File: src/rtl/arpc_pkg.sv
`timescale 1ns / 1ps

package arpc_pkg;

  // fixed field widths
  localparam int IP_W  = 32;
  localparam int MAC_W = 48;

  // cache depth default
  localparam int DEF_CACHE_ENTRIES = 8;

  // configuration register indexes
  localparam int CFG_IDX_W = 2;
  localparam logic [CFG_IDX_W-1:0] CFG_OWN_IP      = 2'd0;
  localparam logic [CFG_IDX_W-1:0] CFG_SUBNET_MASK = 2'd1;
  localparam logic [CFG_IDX_W-1:0] CFG_GATEWAY_IP  = 2'd2;

  // command codes
  localparam logic CMD_RESOLVE = 1'b0;
  localparam logic CMD_LEARN   = 1'b1;

  // stream widths
  localparam int S_DATA_W = 112;
  localparam int M_DATA_W = 88;

  typedef struct packed {
    logic [IP_W-1:0] own_ip;
    logic [IP_W-1:0] subnet_mask;
    logic [IP_W-1:0] gateway_ip;
  } cfg_t;

endpackage

File: src/rtl/arpc_mem.sv
`timescale 1ns / 1ps

module arpc_mem #(
  parameter int CACHE_ENTRIES = arpc_pkg::DEF_CACHE_ENTRIES,
  parameter int IDX_W         = 3
) (
  input  logic                       clk_i,
  input  logic                       rd_en_i,
  input  logic [IDX_W-1:0]           rd_addr_i,
  output logic [arpc_pkg::IP_W-1:0]  rd_ip_o,
  output logic [arpc_pkg::MAC_W-1:0] rd_mac_o,
  input  logic                       wr_en_i,
  input  logic [IDX_W-1:0]           wr_addr_i,
  input  logic [arpc_pkg::IP_W-1:0]  wr_ip_i,
  input  logic [arpc_pkg::MAC_W-1:0] wr_mac_i
);
  import arpc_pkg::*;

  logic [IP_W-1:0]  ip_mem  [CACHE_ENTRIES];
  logic [MAC_W-1:0] mac_mem [CACHE_ENTRIES];
  logic [IP_W-1:0]  rd_ip_q;
  logic [MAC_W-1:0] rd_mac_q;

  always_ff @(posedge clk_i) begin
    if (wr_en_i) begin
      ip_mem[wr_addr_i]  <= wr_ip_i;
      mac_mem[wr_addr_i] <= wr_mac_i;
    end
  end

  // registered read: data is valid in the cycle after rd_en_i
  always_ff @(posedge clk_i) begin
    if (rd_en_i) begin
      rd_ip_q  <= ip_mem[rd_addr_i];
      rd_mac_q <= mac_mem[rd_addr_i];
    end
  end

  assign rd_ip_o  = rd_ip_q;
  assign rd_mac_o = rd_mac_q;

endmodule

File: src/rtl/arpc_seq.sv
`timescale 1ns / 1ps

module arpc_seq #(
  parameter int CACHE_ENTRIES = arpc_pkg::DEF_CACHE_ENTRIES,
  parameter int IDX_W         = 3
) (
  input  logic                          clk_i,
  input  logic                          rst_ni,
  input  arpc_pkg::cfg_t                cfg_i,
  input  logic                          s_valid_i,
  output logic                          s_ready_o,
  input  logic                          s_cmd_i,
  input  logic [arpc_pkg::S_DATA_W-1:0] s_data_i,
  output logic                          m_valid_o,
  input  logic                          m_ready_i,
  output logic [arpc_pkg::M_DATA_W-1:0] m_data_o,
  output logic                          rd_en_o,
  output logic [IDX_W-1:0]              rd_addr_o,
  input  logic [arpc_pkg::IP_W-1:0]     rd_ip_i,
  input  logic [arpc_pkg::MAC_W-1:0]    rd_mac_i,
  output logic                          wr_en_o,
  output logic [IDX_W-1:0]              wr_addr_o,
  output logic [arpc_pkg::IP_W-1:0]     wr_ip_o,
  output logic [arpc_pkg::MAC_W-1:0]    wr_mac_o
);
  import arpc_pkg::*;

  localparam logic [1:0] ST_IDLE = 2'd0;
  localparam logic [1:0] ST_SCAN = 2'd1;
  localparam logic [1:0] ST_FIN  = 2'd2;

  localparam logic [IDX_W-1:0] LAST_IDX = IDX_W'(CACHE_ENTRIES - 1);

  logic [1:0]               state_q, state_d;
  logic                     cmd_q, cmd_d;
  logic [IP_W-1:0]          key_q, key_d;
  logic [IP_W-1:0]          hop_q, hop_d;
  logic [MAC_W-1:0]         smac_q, smac_d;
  logic                     tgt_ok_q, tgt_ok_d;
  logic [IDX_W-1:0]         idx_q, idx_d;
  logic                     all_issued_q, all_issued_d;
  logic                     pend_q, pend_d;
  logic [IDX_W-1:0]         pidx_q, pidx_d;
  logic                     found_q, found_d;
  logic [MAC_W-1:0]         fmac_q, fmac_d;
  logic [IDX_W-1:0]         wp_q, wp_d;
  logic [CACHE_ENTRIES-1:0] valid_q, valid_d;
  logic                     m_valid_q, m_valid_d;
  logic [M_DATA_W-1:0]      m_data_q, m_data_d;

  logic [IP_W-1:0]  in_target;
  logic [IP_W-1:0]  in_sender;
  logic [MAC_W-1:0] in_smac;
  logic [IP_W-1:0]  next_hop;
  logic             accept;
  logic             out_free;
  logic             store;
  logic             is_resolve;

  assign in_target = s_data_i[IP_W-1:0];
  assign in_sender = s_data_i[2*IP_W-1:IP_W];
  assign in_smac   = s_data_i[2*IP_W+MAC_W-1:2*IP_W];

  // on-link destinations go direct, the rest via the gateway
  assign next_hop = (((in_target ^ cfg_i.own_ip) & cfg_i.subnet_mask) == '0) ?
                    in_target : cfg_i.gateway_ip;

  assign s_ready_o  = (state_q == ST_IDLE);
  assign accept     = s_valid_i && s_ready_o;
  assign out_free   = !m_valid_q || m_ready_i;
  assign is_resolve = (cmd_q == CMD_RESOLVE);
  assign store      = (state_q == ST_FIN) && out_free && !is_resolve && tgt_ok_q && !found_q;

  assign rd_en_o   = (state_q == ST_SCAN) && !all_issued_q;
  assign rd_addr_o = idx_q;
  assign wr_en_o   = store;
  assign wr_addr_o = wp_q;
  assign wr_ip_o   = key_q;
  assign wr_mac_o  = smac_q;

  always_comb begin
    state_d      = state_q;
    cmd_d        = cmd_q;
    key_d        = key_q;
    hop_d        = hop_q;
    smac_d       = smac_q;
    tgt_ok_d     = tgt_ok_q;
    idx_d        = idx_q;
    all_issued_d = all_issued_q;
    pend_d       = 1'b0;
    pidx_d       = pidx_q;
    found_d      = found_q;
    fmac_d       = fmac_q;
    wp_d         = wp_q;
    valid_d      = valid_q;
    m_valid_d    = m_valid_q;
    m_data_d     = m_data_q;

    if (m_valid_q && m_ready_i) begin
      m_valid_d = 1'b0;
    end

    case (state_q)
      ST_IDLE: begin
        if (accept) begin
          cmd_d        = s_cmd_i;
          key_d        = (s_cmd_i == CMD_LEARN) ? in_sender : next_hop;
          hop_d        = next_hop;
          smac_d       = in_smac;
          tgt_ok_d     = (in_target == cfg_i.own_ip);
          idx_d        = '0;
          all_issued_d = 1'b0;
          found_d      = 1'b0;
          state_d      = ST_SCAN;
        end
      end
      ST_SCAN: begin
        // issue reads back to back, compare each result in the cycle after its read
        if (rd_en_o) begin
          pend_d = 1'b1;
          pidx_d = idx_q;
          if (idx_q == LAST_IDX) begin
            all_issued_d = 1'b1;
          end else begin
            idx_d = idx_q + IDX_W'(1);
          end
        end
        if (pend_q) begin
          if (valid_q[pidx_q] && (rd_ip_i == key_q)) begin
            found_d = 1'b1;
            fmac_d  = rd_mac_i;
            pend_d  = 1'b0;
            state_d = ST_FIN;
          end else if (pidx_q == LAST_IDX) begin
            state_d = ST_FIN;
          end
        end
      end
      ST_FIN: begin
        if (out_free) begin
          m_valid_d = 1'b1;
          if (is_resolve) begin
            m_data_d = {5'b0, 1'b0, !found_q, hop_q,
                        found_q ? fmac_q : {MAC_W{1'b0}}, found_q};
          end else begin
            m_data_d = {5'b0, store, 1'b0, {IP_W{1'b0}}, {MAC_W{1'b0}}, 1'b0};
          end
          if (store) begin
            valid_d[wp_q] = 1'b1;
            wp_d = (wp_q == LAST_IDX) ? '0 : wp_q + IDX_W'(1);
          end
          state_d = ST_IDLE;
        end
      end
      default: begin
        state_d = ST_IDLE;
      end
    endcase
  end

  always_ff @(posedge clk_i or negedge rst_ni) begin
    if (!rst_ni) begin
      state_q      <= ST_IDLE;
      pend_q       <= 1'b0;
      all_issued_q <= 1'b0;
      found_q      <= 1'b0;
      wp_q         <= '0;
      valid_q      <= '0;
      m_valid_q    <= 1'b0;
    end else begin
      state_q      <= state_d;
      pend_q       <= pend_d;
      all_issued_q <= all_issued_d;
      found_q      <= found_d;
      wp_q         <= wp_d;
      valid_q      <= valid_d;
      m_valid_q    <= m_valid_d;
    end
  end

  always_ff @(posedge clk_i) begin
    cmd_q    <= cmd_d;
    key_q    <= key_d;
    hop_q    <= hop_d;
    smac_q   <= smac_d;
    tgt_ok_q <= tgt_ok_d;
    idx_q    <= idx_d;
    pidx_q   <= pidx_d;
    fmac_q   <= fmac_d;
    m_data_q <= m_data_d;
  end

  assign m_valid_o = m_valid_q;
  assign m_data_o  = m_data_q;

  a_accept_starts_scan: assert property (@(posedge clk_i) disable iff (!rst_ni)
    accept |=> (state_q == ST_SCAN) && !pend_q)
    else $error("accepted beat did not start a fresh scan");

  a_store_sets_valid: assert property (@(posedge clk_i) disable iff (!rst_ni)
    wr_en_o |=> valid_q[$past(wp_q)])
    else $error("stored entry not marked valid");

  a_no_store_holds: assert property (@(posedge clk_i) disable iff (!rst_ni)
    !wr_en_o |=> $stable(wp_q) && $stable(valid_q))
    else $error("write pointer or valid bits moved without a store");

  a_result_from_fin: assert property (@(posedge clk_i) disable iff (!rst_ni)
    $rose(m_valid_q) |-> $past(state_q) == ST_FIN)
    else $error("result raised outside the finish step");

  a_hit_excludes_req: assert property (@(posedge clk_i) disable iff (!rst_ni)
    m_valid_q |-> !(m_data_q[0] && m_data_q[81]))
    else $error("hit and request both flagged");

endmodule

File: src/rtl/arp_cache_next_hop_resolver_top.sv
`timescale 1ns / 1ps

// arp cache next-hop resolver: one result beat for every input beat. a resolve beat
// (tuser 0) routes its destination to itself when on the local subnet, else to the
// gateway, then looks the next hop up in a cache of CACHE_ENTRIES ip/mac pairs (lowest
// matching entry wins) and returns the mac on a hit or flags that an arp request is due.
// a learn beat (tuser 1) stores the sender pair at a round-robin pointer when its target
// is the own address and the sender is not cached yet. the pairs sit in a synchronous
// ram with one read port and one write port, one read per cycle in the walk; each item
// walks the entries from index 0 until a match or the last entry, and the next beat is
// accepted only once the item's result beat is registered, which waits while the
// previous result beat still waits for tready. the learn write happens in the finish
// step after the walk, so a lookup never overlaps a write. the cache is empty after
// reset (valid bits cleared, no clearing pass). configuration registers may only be
// written while no beat is in flight; register index 3 is ignored.

module arp_cache_next_hop_resolver_top #(
  parameter int CACHE_ENTRIES = arpc_pkg::DEF_CACHE_ENTRIES
) (
  input  logic                             clk_i,
  input  logic                             rst_ni,
  // config write port
  input  logic                             cfg_we_i,
  input  logic [arpc_pkg::CFG_IDX_W-1:0]   cfg_addr_i,
  input  logic [arpc_pkg::IP_W-1:0]        cfg_data_i,
  // input stream
  input  logic                             s_axis_tvalid,
  output logic                             s_axis_tready,
  input  logic [0:0]                       s_axis_tuser,  // cmd
  input  logic [arpc_pkg::S_DATA_W-1:0]    s_axis_tdata,  // target_ip, sender_ip, sender_mac
  // result stream
  output logic                             m_axis_tvalid,
  input  logic                             m_axis_tready,
  // hit, mac_out, next_hop_ip, request_needed, learned, zero pad
  output logic [arpc_pkg::M_DATA_W-1:0]    m_axis_tdata
);
  import arpc_pkg::*;

  localparam int IdxW = (CACHE_ENTRIES > 1) ? $clog2(CACHE_ENTRIES) : 1;

  cfg_t cfg_q;

  logic             rd_en;
  logic [IdxW-1:0]  rd_addr;
  logic [IP_W-1:0]  rd_ip;
  logic [MAC_W-1:0] rd_mac;
  logic             wr_en;
  logic [IdxW-1:0]  wr_addr;
  logic [IP_W-1:0]  wr_ip;
  logic [MAC_W-1:0] wr_mac;

  // configuration registers, out-of-range index dropped
  always_ff @(posedge clk_i or negedge rst_ni) begin
    if (!rst_ni) begin
      cfg_q <= '0;
    end else if (cfg_we_i) begin
      case (cfg_addr_i)
        CFG_OWN_IP:      cfg_q.own_ip      <= cfg_data_i;
        CFG_SUBNET_MASK: cfg_q.subnet_mask <= cfg_data_i;
        CFG_GATEWAY_IP:  cfg_q.gateway_ip  <= cfg_data_i;
        default: begin
        end
      endcase
    end
  end

  // lookup and learn sequencer with the output register
  arpc_seq #(
    .CACHE_ENTRIES (CACHE_ENTRIES),
    .IDX_W         (IdxW)
  ) u_seq (
    .clk_i     (clk_i),
    .rst_ni    (rst_ni),
    .cfg_i     (cfg_q),
    .s_valid_i (s_axis_tvalid),
    .s_ready_o (s_axis_tready),
    .s_cmd_i   (s_axis_tuser[0]),
    .s_data_i  (s_axis_tdata),
    .m_valid_o (m_axis_tvalid),
    .m_ready_i (m_axis_tready),
    .m_data_o  (m_axis_tdata),
    .rd_en_o   (rd_en),
    .rd_addr_o (rd_addr),
    .rd_ip_i   (rd_ip),
    .rd_mac_i  (rd_mac),
    .wr_en_o   (wr_en),
    .wr_addr_o (wr_addr),
    .wr_ip_o   (wr_ip),
    .wr_mac_o  (wr_mac)
  );

  // ip/mac pair store
  arpc_mem #(
    .CACHE_ENTRIES (CACHE_ENTRIES),
    .IDX_W         (IdxW)
  ) u_mem (
    .clk_i     (clk_i),
    .rd_en_i   (rd_en),
    .rd_addr_i (rd_addr),
    .rd_ip_o   (rd_ip),
    .rd_mac_o  (rd_mac),
    .wr_en_i   (wr_en),
    .wr_addr_i (wr_addr),
    .wr_ip_i   (wr_ip),
    .wr_mac_i  (wr_mac)
  );

endmodule

File: config.mk
export PLATFORM = sky130hd
export DESIGN_NAME = arp_cache_next_hop_resolver_top
export DESIGN_NICKNAME = d
export VERILOG_FILES = /design/src/rtl/arpc_pkg.sv /design/src/rtl/arpc_mem.sv /design/src/rtl/arpc_seq.sv /design/src/rtl/arp_cache_next_hop_resolver_top.sv
export SDC_FILE = /design/constraint.sdc
export NUM_CORES = 1
export LEC_CHECK = 0
export ABC_CLOCK_PERIOD_IN_PS = 13300
export CORE_ASPECT_RATIO = 2
export CORE_MARGIN = 2
export CORE_UTILIZATION = 33
export DETAILED_ROUTE_END_ITERATION = 7
export DONT_BUFFER_PORTS = 1
export PLACE_DENSITY = 0.53
export REMOVE_ABC_BUFFERS = 1
export SLEW_MARGIN = 5
export SYNTH_ARGS = -nofsm -noshare
export SYNTH_HDL_FRONTEND = slang
export SYNTH_SLANG_ARGS = --single-unit
File: constraint.sdc
create_clock -name clk_i -period 13.3 [get_ports clk_i]
set_clock_uncertainty 0.05 [all_clocks]
set_input_delay 0.665 -clock clk_i [delete_from_list [all_inputs] [get_ports clk_i]]
set_output_delay 0.665 -clock clk_i [all_outputs]
set_load 0.01 [all_outputs]
=== Word level (Yosys, flattened, before mapping) ===
Memory sizes are Yosys's and may differ from the RTL's. A register that Yosys moved wholly into a read port is not among the register bits.
Index checks and enable logic that the tools add are counted.

* RAM bits: 640
* Output and inout port bits: 90
* Memories: 2
* Register bits after elaboration: 369
* Logic and storage cells: 113

* Reductions and logical operators: 30
* Add/subtract/negate cells: 2
* Muxes and demuxes: 33
* Bitwise operators: 4
* Equal/unequal tests: 17
* $lt $le $gt $ge: 3

{| class="wikitable"
|+ Memories
! memory !! depth !! width !! rd ports !! clocked after Yosys merged registers in !! wr ports !! line !! text
|-
| u_mem.mac_mem || 8 || 48 || 1 || 1 || 1 || arpc_mem.sv:20 || <nowiki>logic [MAC_W-1:0] mac_mem [CACHE_ENTRIES];</nowiki>
|-
| u_mem.ip_mem || 8 || 32 || 1 || 1 || 1 || arpc_mem.sv:19 || <nowiki>logic [IP_W-1:0] ip_mem [CACHE_ENTRIES];</nowiki>
|}

{| class="wikitable"
|+ Operators with widths
! operator !! number
|-
| 32-bit equality test || 2
|-
| 32-bit two-way mux || 2
|-
| 32-bit AND || 1
|-
| 32-bit logical NOT || 1
|-
| 32-bit XOR || 1
|-
| 1-bit two-way mux || 16
|-
| 4-bit AND reduction || 4
|-
| 3-bit two-way mux || 4
|-
| 2-bit AND reduction || 6
|-
| 2-bit two-way mux || 5
|-
| 2-bit inequality test (second input constant) || 5
|-
| 3-bit equality test (second input constant) || 3
|-
| 1-bit logical AND || 9
|-
| 3-bit by 4-bit less-than comparator with 1-bit output (second input constant) || 2
|-
| 8-bit bitwise OR || 1
|-
| 3-bit by 1-bit adder with 3-bit output (second input constant) || 2
|-
| 2-bit case mux with 3 select lines || 1
|-
| 3-bit case mux with 2 select lines || 1
|-
| 3-bit AND reduction || 2
|-
| 2-bit by 1-bit equality test with 1-bit output (second input constant) || 2
|-
| 2-bit equality test (second input constant) || 2
|-
| 2-bit logical NOT || 2
|-
| 2-bit by 1-bit inequality test with 1-bit output (second input constant) || 2
|-
| 1-bit case mux with 2 select lines || 2
|-
| other kinds (9) || 11
|}

=== Longest topological paths before layout ===
* Depth after elaboration: 8
* Mapped depth: 8
* Depth with buffers taken out: 7

=== By module ===
From an unflattened synthesis, not the netlist that was laid out.

* Cells, all modules: 1933
* Area, all modules: 40779.1 µm²

{| class="wikitable"
|+ By module, submodules not included
! module !! times used !! area an instance (µm²) !! cells an instance
|-
| arpc_mem || 1 || 26455.4 || 1018
|-
| arpc_seq || 1 || 10697.8 || 711
|-
| arp_cache_next_hop_resolver_top || 1 || 3626.0 || 204
|}

=== Worst setup path before layout ===
No wires, ideal clock.

* Kind: in2reg
* From: input m_axis_tready
* To: register u_seq.valid_q[0]
* Buffers on the path: 0
* Slack: 3.465 ns
* Data required time: 13.151 ns
* Library setup time: 0.099 ns
* Arrival: 9.686 ns
* Stages on the path: 7
* Path through: nand2b_1 nor2b_2 nand4b_2 inv_2 nand2b_1 nor3_1 or2_2

* Longest elaborated chain between the ends: 6

{| class="wikitable"
|+ RTL lines
! element !! line !! text
|-
| start, declared || arp_cache_next_hop_resolver_top.sv:33 || <nowiki>input logic m_axis_tready,</nowiki>
|-
| 1-bit logical OR (*) || arpc_seq.sv:70 || <nowiki>assign out_free = !m_valid_q || m_ready_i;</nowiki>
|-
| 1-bit logical AND (4 in a row) || arpc_seq.sv:72 || <nowiki>assign store = (state_q == ST_FIN) && out_free && !is_resolve && tgt_ok_q && !found_q;</nowiki>
|-
| 3-bit AND reduction (no line) (*) || - ||
|-
| end signal, assigned || arpc_seq.sv:176 || <nowiki>valid_q <= valid_d;</nowiki>
|-
| end, declared || arpc_seq.sv:47 || <nowiki>logic [CACHE_ENTRIES-1:0] valid_q, valid_d;</nowiki>
|}

Every way passes the cells marked *; elsewhere a longest branch is shown, timed or not.
A chain may end at the register's enable or synchronous reset.

=== Final worst setup path ===
* From: register u_seq.m_valid_q, in the netlist u_seq.m_valid_o
* To: memory u_mem.mac_mem[5][10], enable pin

* Longest elaborated chain between the ends: 8

{| class="wikitable"
|+ RTL lines
! element !! line !! text
|-
| start, declared || arpc_seq.sv:48 || <nowiki>logic m_valid_q, m_valid_d;</nowiki>
|-
| start signal, assigned || arpc_seq.sv:177 || <nowiki>m_valid_q <= m_valid_d;</nowiki>
|-
| 1-bit logical NOT || arpc_seq.sv:70 ||
|-
| 1-bit logical OR || arpc_seq.sv:70 ||
|-
| 1-bit logical AND (4 in a row) || arpc_seq.sv:72 ||
|-
| 1-bit two-way mux || arpc_mem.sv:25 || <nowiki>if (wr_en_i) begin</nowiki>
|-
| 1-bit two-way mux (implied by the code) || arpc_mem.sv:27 || <nowiki>mac_mem[wr_addr_i] <= wr_mac_i;</nowiki>
|-
| end, declared || arpc_mem.sv:20 ||
|}

No other way between the ends.

==> flow_summary.toml <==
[layout]
multi_input_area_sq_um = 8370
area_growth_pct = 13.9
mostFrequentLayoutCells = "edfxtp_1 (971), mux2_2 (176), mux4_2 (162)"
seqCellArea_sq_um = 32000
nFillCells = 11054
layout_commonest_cell = "edfxtp_1"
num-nets-final = 2199
drive_gt1_share_pct = 27.2

[timing]
setup_violations = 0
grt_setup_unrepaired = "no"
setup_tns_ns = 0
tightestPinTransition_ns = 1.14
relSlewSlack_pct = 23.5
finalMaxSlewViolations = 0
hold_viol = 0
min_period_ns = 4.38
hold_slack_ns = 0.0753
fmax_ghz = 0.228
fin_crit_sh_pct = 32.9

[yosys]
yosysWarnings = 0
synth.yosys.seq_area_share_pct = 78.5
synth_cell_type_count = 44
netlist_area_sq_um = 40800
syn_inst = 1933
ys_seq_elements = 1084
syn_area_per_cell_sq_um = 21.1

[route]
drtIter0Drc = 1020
firstDrtPassIters = 7
post_drt_wl_per_cell_microns = 24.7
vias_per_cell = 4.95
final_antenna_net_count = 0
num_vias = 18278
wl_microns = 91100
post-route-drc-count = 0

[pwr]
power.switching_uw = 2190
power.share.switching_pct = 25.2
p_int_uw = 6480
p_comb_share_pct = 17.4
p_clk_share_pct = 32.9
seqPwrFrac_pct = 49.7
p_per_area_nw_per_um2 = 187
ir_drop_mv = 0.154
leakagePower_uw = 0.0150

[clock_network]
cts_hold_buffers = 51
cts_tree = "built"
cts_made_buffers = 100
post_cts_buffers = 0
clock-sinks = 1084
clk_latency_ns = 0.69
h-tree-depth = 3
cts_resized = 0
clockRootBuffer = "clkbuf_16"
clockBufferDepth = 3
clk_pin_slew_ns = 0.06

[die]
die_h_microns = 501
rows = 182
die_w_microns = 252
core_sq_um = 123000
ioPinCount = 242
initial_core_util_pct = 33.2
die_area_sq_um = 126000

[critical_path]
startpoint = "u_seq.m_valid_o"
crit_fanout = 53
critPathCaptureType = "register"
cp_data_required_time_ns = 13.55
r2r_start = "u_seq.m_valid_o"
crit_path_start_kind = "register"
cp.arrival_ns = 4.63
path_class = "reg -> reg"
r2r_cells = 8

[grt]
grt_pass1_wl_microns = 134000
grt_usage_pct = 14.5
antenna_found_initial = 3
grt_pass1_vias = 20224
grt_max_degree = 114
grt_remaining_overflow = 0

[job]
cap_viol_max_count = 0

[worst_hold_path]
holdCritStartpoint = "cfg_data_i[20]"
hold_class = "in -> reg"
hold_path_depth = 1

[place]
gp_congestion = 0.847
io_buffers = 0
dpl.hpwl_microns = 53400

[status]
outcome = "completed"
[sequential cells by signal (all words and copies together), names as in the netlist]
name and cells:
u_seq.tgt_ok_q 1, u_mem.ip_mem 256, u_seq.m_data_o 83, u_mem.rd_ip_o 32
u_seq.found_q 1, u_seq.hop_q 32, u_seq.pidx_q 3, u_seq.rd_addr_o 3
u_mem.rd_mac_o 48, u_seq.valid_q 8, u_seq.pend_q 1, u_seq.m_valid_o 1
u_seq.fmac_q 48, u_seq.wr_ip_o 32, u_seq.all_issued_q 1, u_seq.wr_mac_o 48
cfg_q 96, u_seq.state_q 2, u_mem.mac_mem 384, u_seq.cmd_q 1
u_seq.wr_addr_o 3
[final timing paths]
kind | to | slack (ns)
max in group asynchronous | cfg_q[19] | 12.19
max reg2reg | u_mem.mac_mem[5][10] | 8.92
min reg2reg | u_seq.fmac_q[26] | 0.37
min | cfg_q[20] | 0.08
min in group asynchronous | cfg_q[8] | 0.57
max | u_mem.mac_mem[5][10] | 8.92
[critical path, stage by stage, from the launching register on]
cell and delay, ns:
dfrtp_1 0.42, nand2b_1 0.24, nor2b_4 0.21, buf_4 0.47, nand4b_2 0.26, inv_2 0.15
nand2_1 0.23, nor2_4 0.96, buf_4 0.93
[layer usage]
metal,part of all wire [%],wire (microns),vias up,GRT usage (%)
met5,0,0,-,0
li1,-,-,7941,-
met2,53,48500,527,26.4
met3,6.0,5500,137,3.44
met4,3.1,2850,0,5.67
met1,38,34300,9673,16.3
[power groups by stage]
stage | clock (uW) | sequential (uW) | combinational [uW]
final | 2850 | 4300 | 1510
after global routing | 3060 | 4330 | 1640
after CTS | 2940 | 4310 | 1570
after detailed placement | 0 | 4380 | 1540
after global placement | 0 | 4370 | 1510
after floorplan | 0 | 4540 | 1130
[synthesized netlist by cell type, drive strengths merged]
cell / n / area share, %
a21o: 1 / 0.018
nand2: 42 / 0.39
o21ai: 34 / 0.60
conb: 1 / 0.0092
clkbuf: 34 / 0.34
or2: 10 / 0.17
o22ai: 1 / 0.015
and2: 50 / 0.77
a31oi: 33 / 0.51
nor2: 51 / 0.48
nand4b: 1 / 0.037
dfrtp: 113 / 6.9
nor3: 5 / 0.074
a21oi: 4 / 0.049
nand3: 32 / 0.39
nand4: 8 / 0.12
edfxtp: 971 / 72
and3: 3 / 0.046
a22oi: 16 / 0.29
mux2i: 1 / 0.025
mux2: 176 / 4.9
nor2b: 34 / 0.53
mux4: 162 / 9.0
nor3b: 1 / 0.018
nor4: 16 / 0.25
ha: 4 / 0.12
inv: 4 / 0.037
xor2: 64 / 1.4
nand3b: 2 / 0.037
nand2b: 6 / 0.11
buf: 52 / 0.87
o21a: 1 / 0.018
[final cells by class]
| type | count | area share [%] |
|---|---|---|
| diodes | 2 | 0.0108 |
| well taps | 1564 | 4.21 |
| repair buffers | 90 | 1.81 |
| clock buffers | 122 | 5.82 |
| flip-flops and latches | 1084 | 68.9 |
| inverters | 4 | 0.0323 |
| clock inverters | 61 | 1.20 |
| multi-input cells | 763 | 18.0 |
[through the flow]
| step | worst slack [ns] | instances | util, % | area, sq um | total power [uW] |
|---|---|---|---|---|---|
| after floorplan | 3.47 | 1851 | - | 40300 | 5670 |
| after global placement | 8.61 | 3453 | 34.7 | 42600 | 5880 |
| after detailed placement | 8.56 | 3453 | 34.7 | 42600 | 5920 |
| after CTS | 8.79 | 3687 | 37.8 | 46400 | 8820 |
| after global routing | 8.60 | 3689 | 37.8 | 46400 | 9040 |
| final | 8.92 | 3690 | 37.8 | 46400 | 8660 |
[cell families after synthesis]
kind of cell,count (synthesis),share of synthesized area (%)
fa+ha+maj,4,0.123
other cells,1,0.00920
xor+xnor,64,1.38
simple gates,261,3.41
buf+inv,90,1.25
compound gates,90,1.50
mux,339,13.8
flops,1084,78.5
Note: power is estimated with default switching activity, not from simulation.
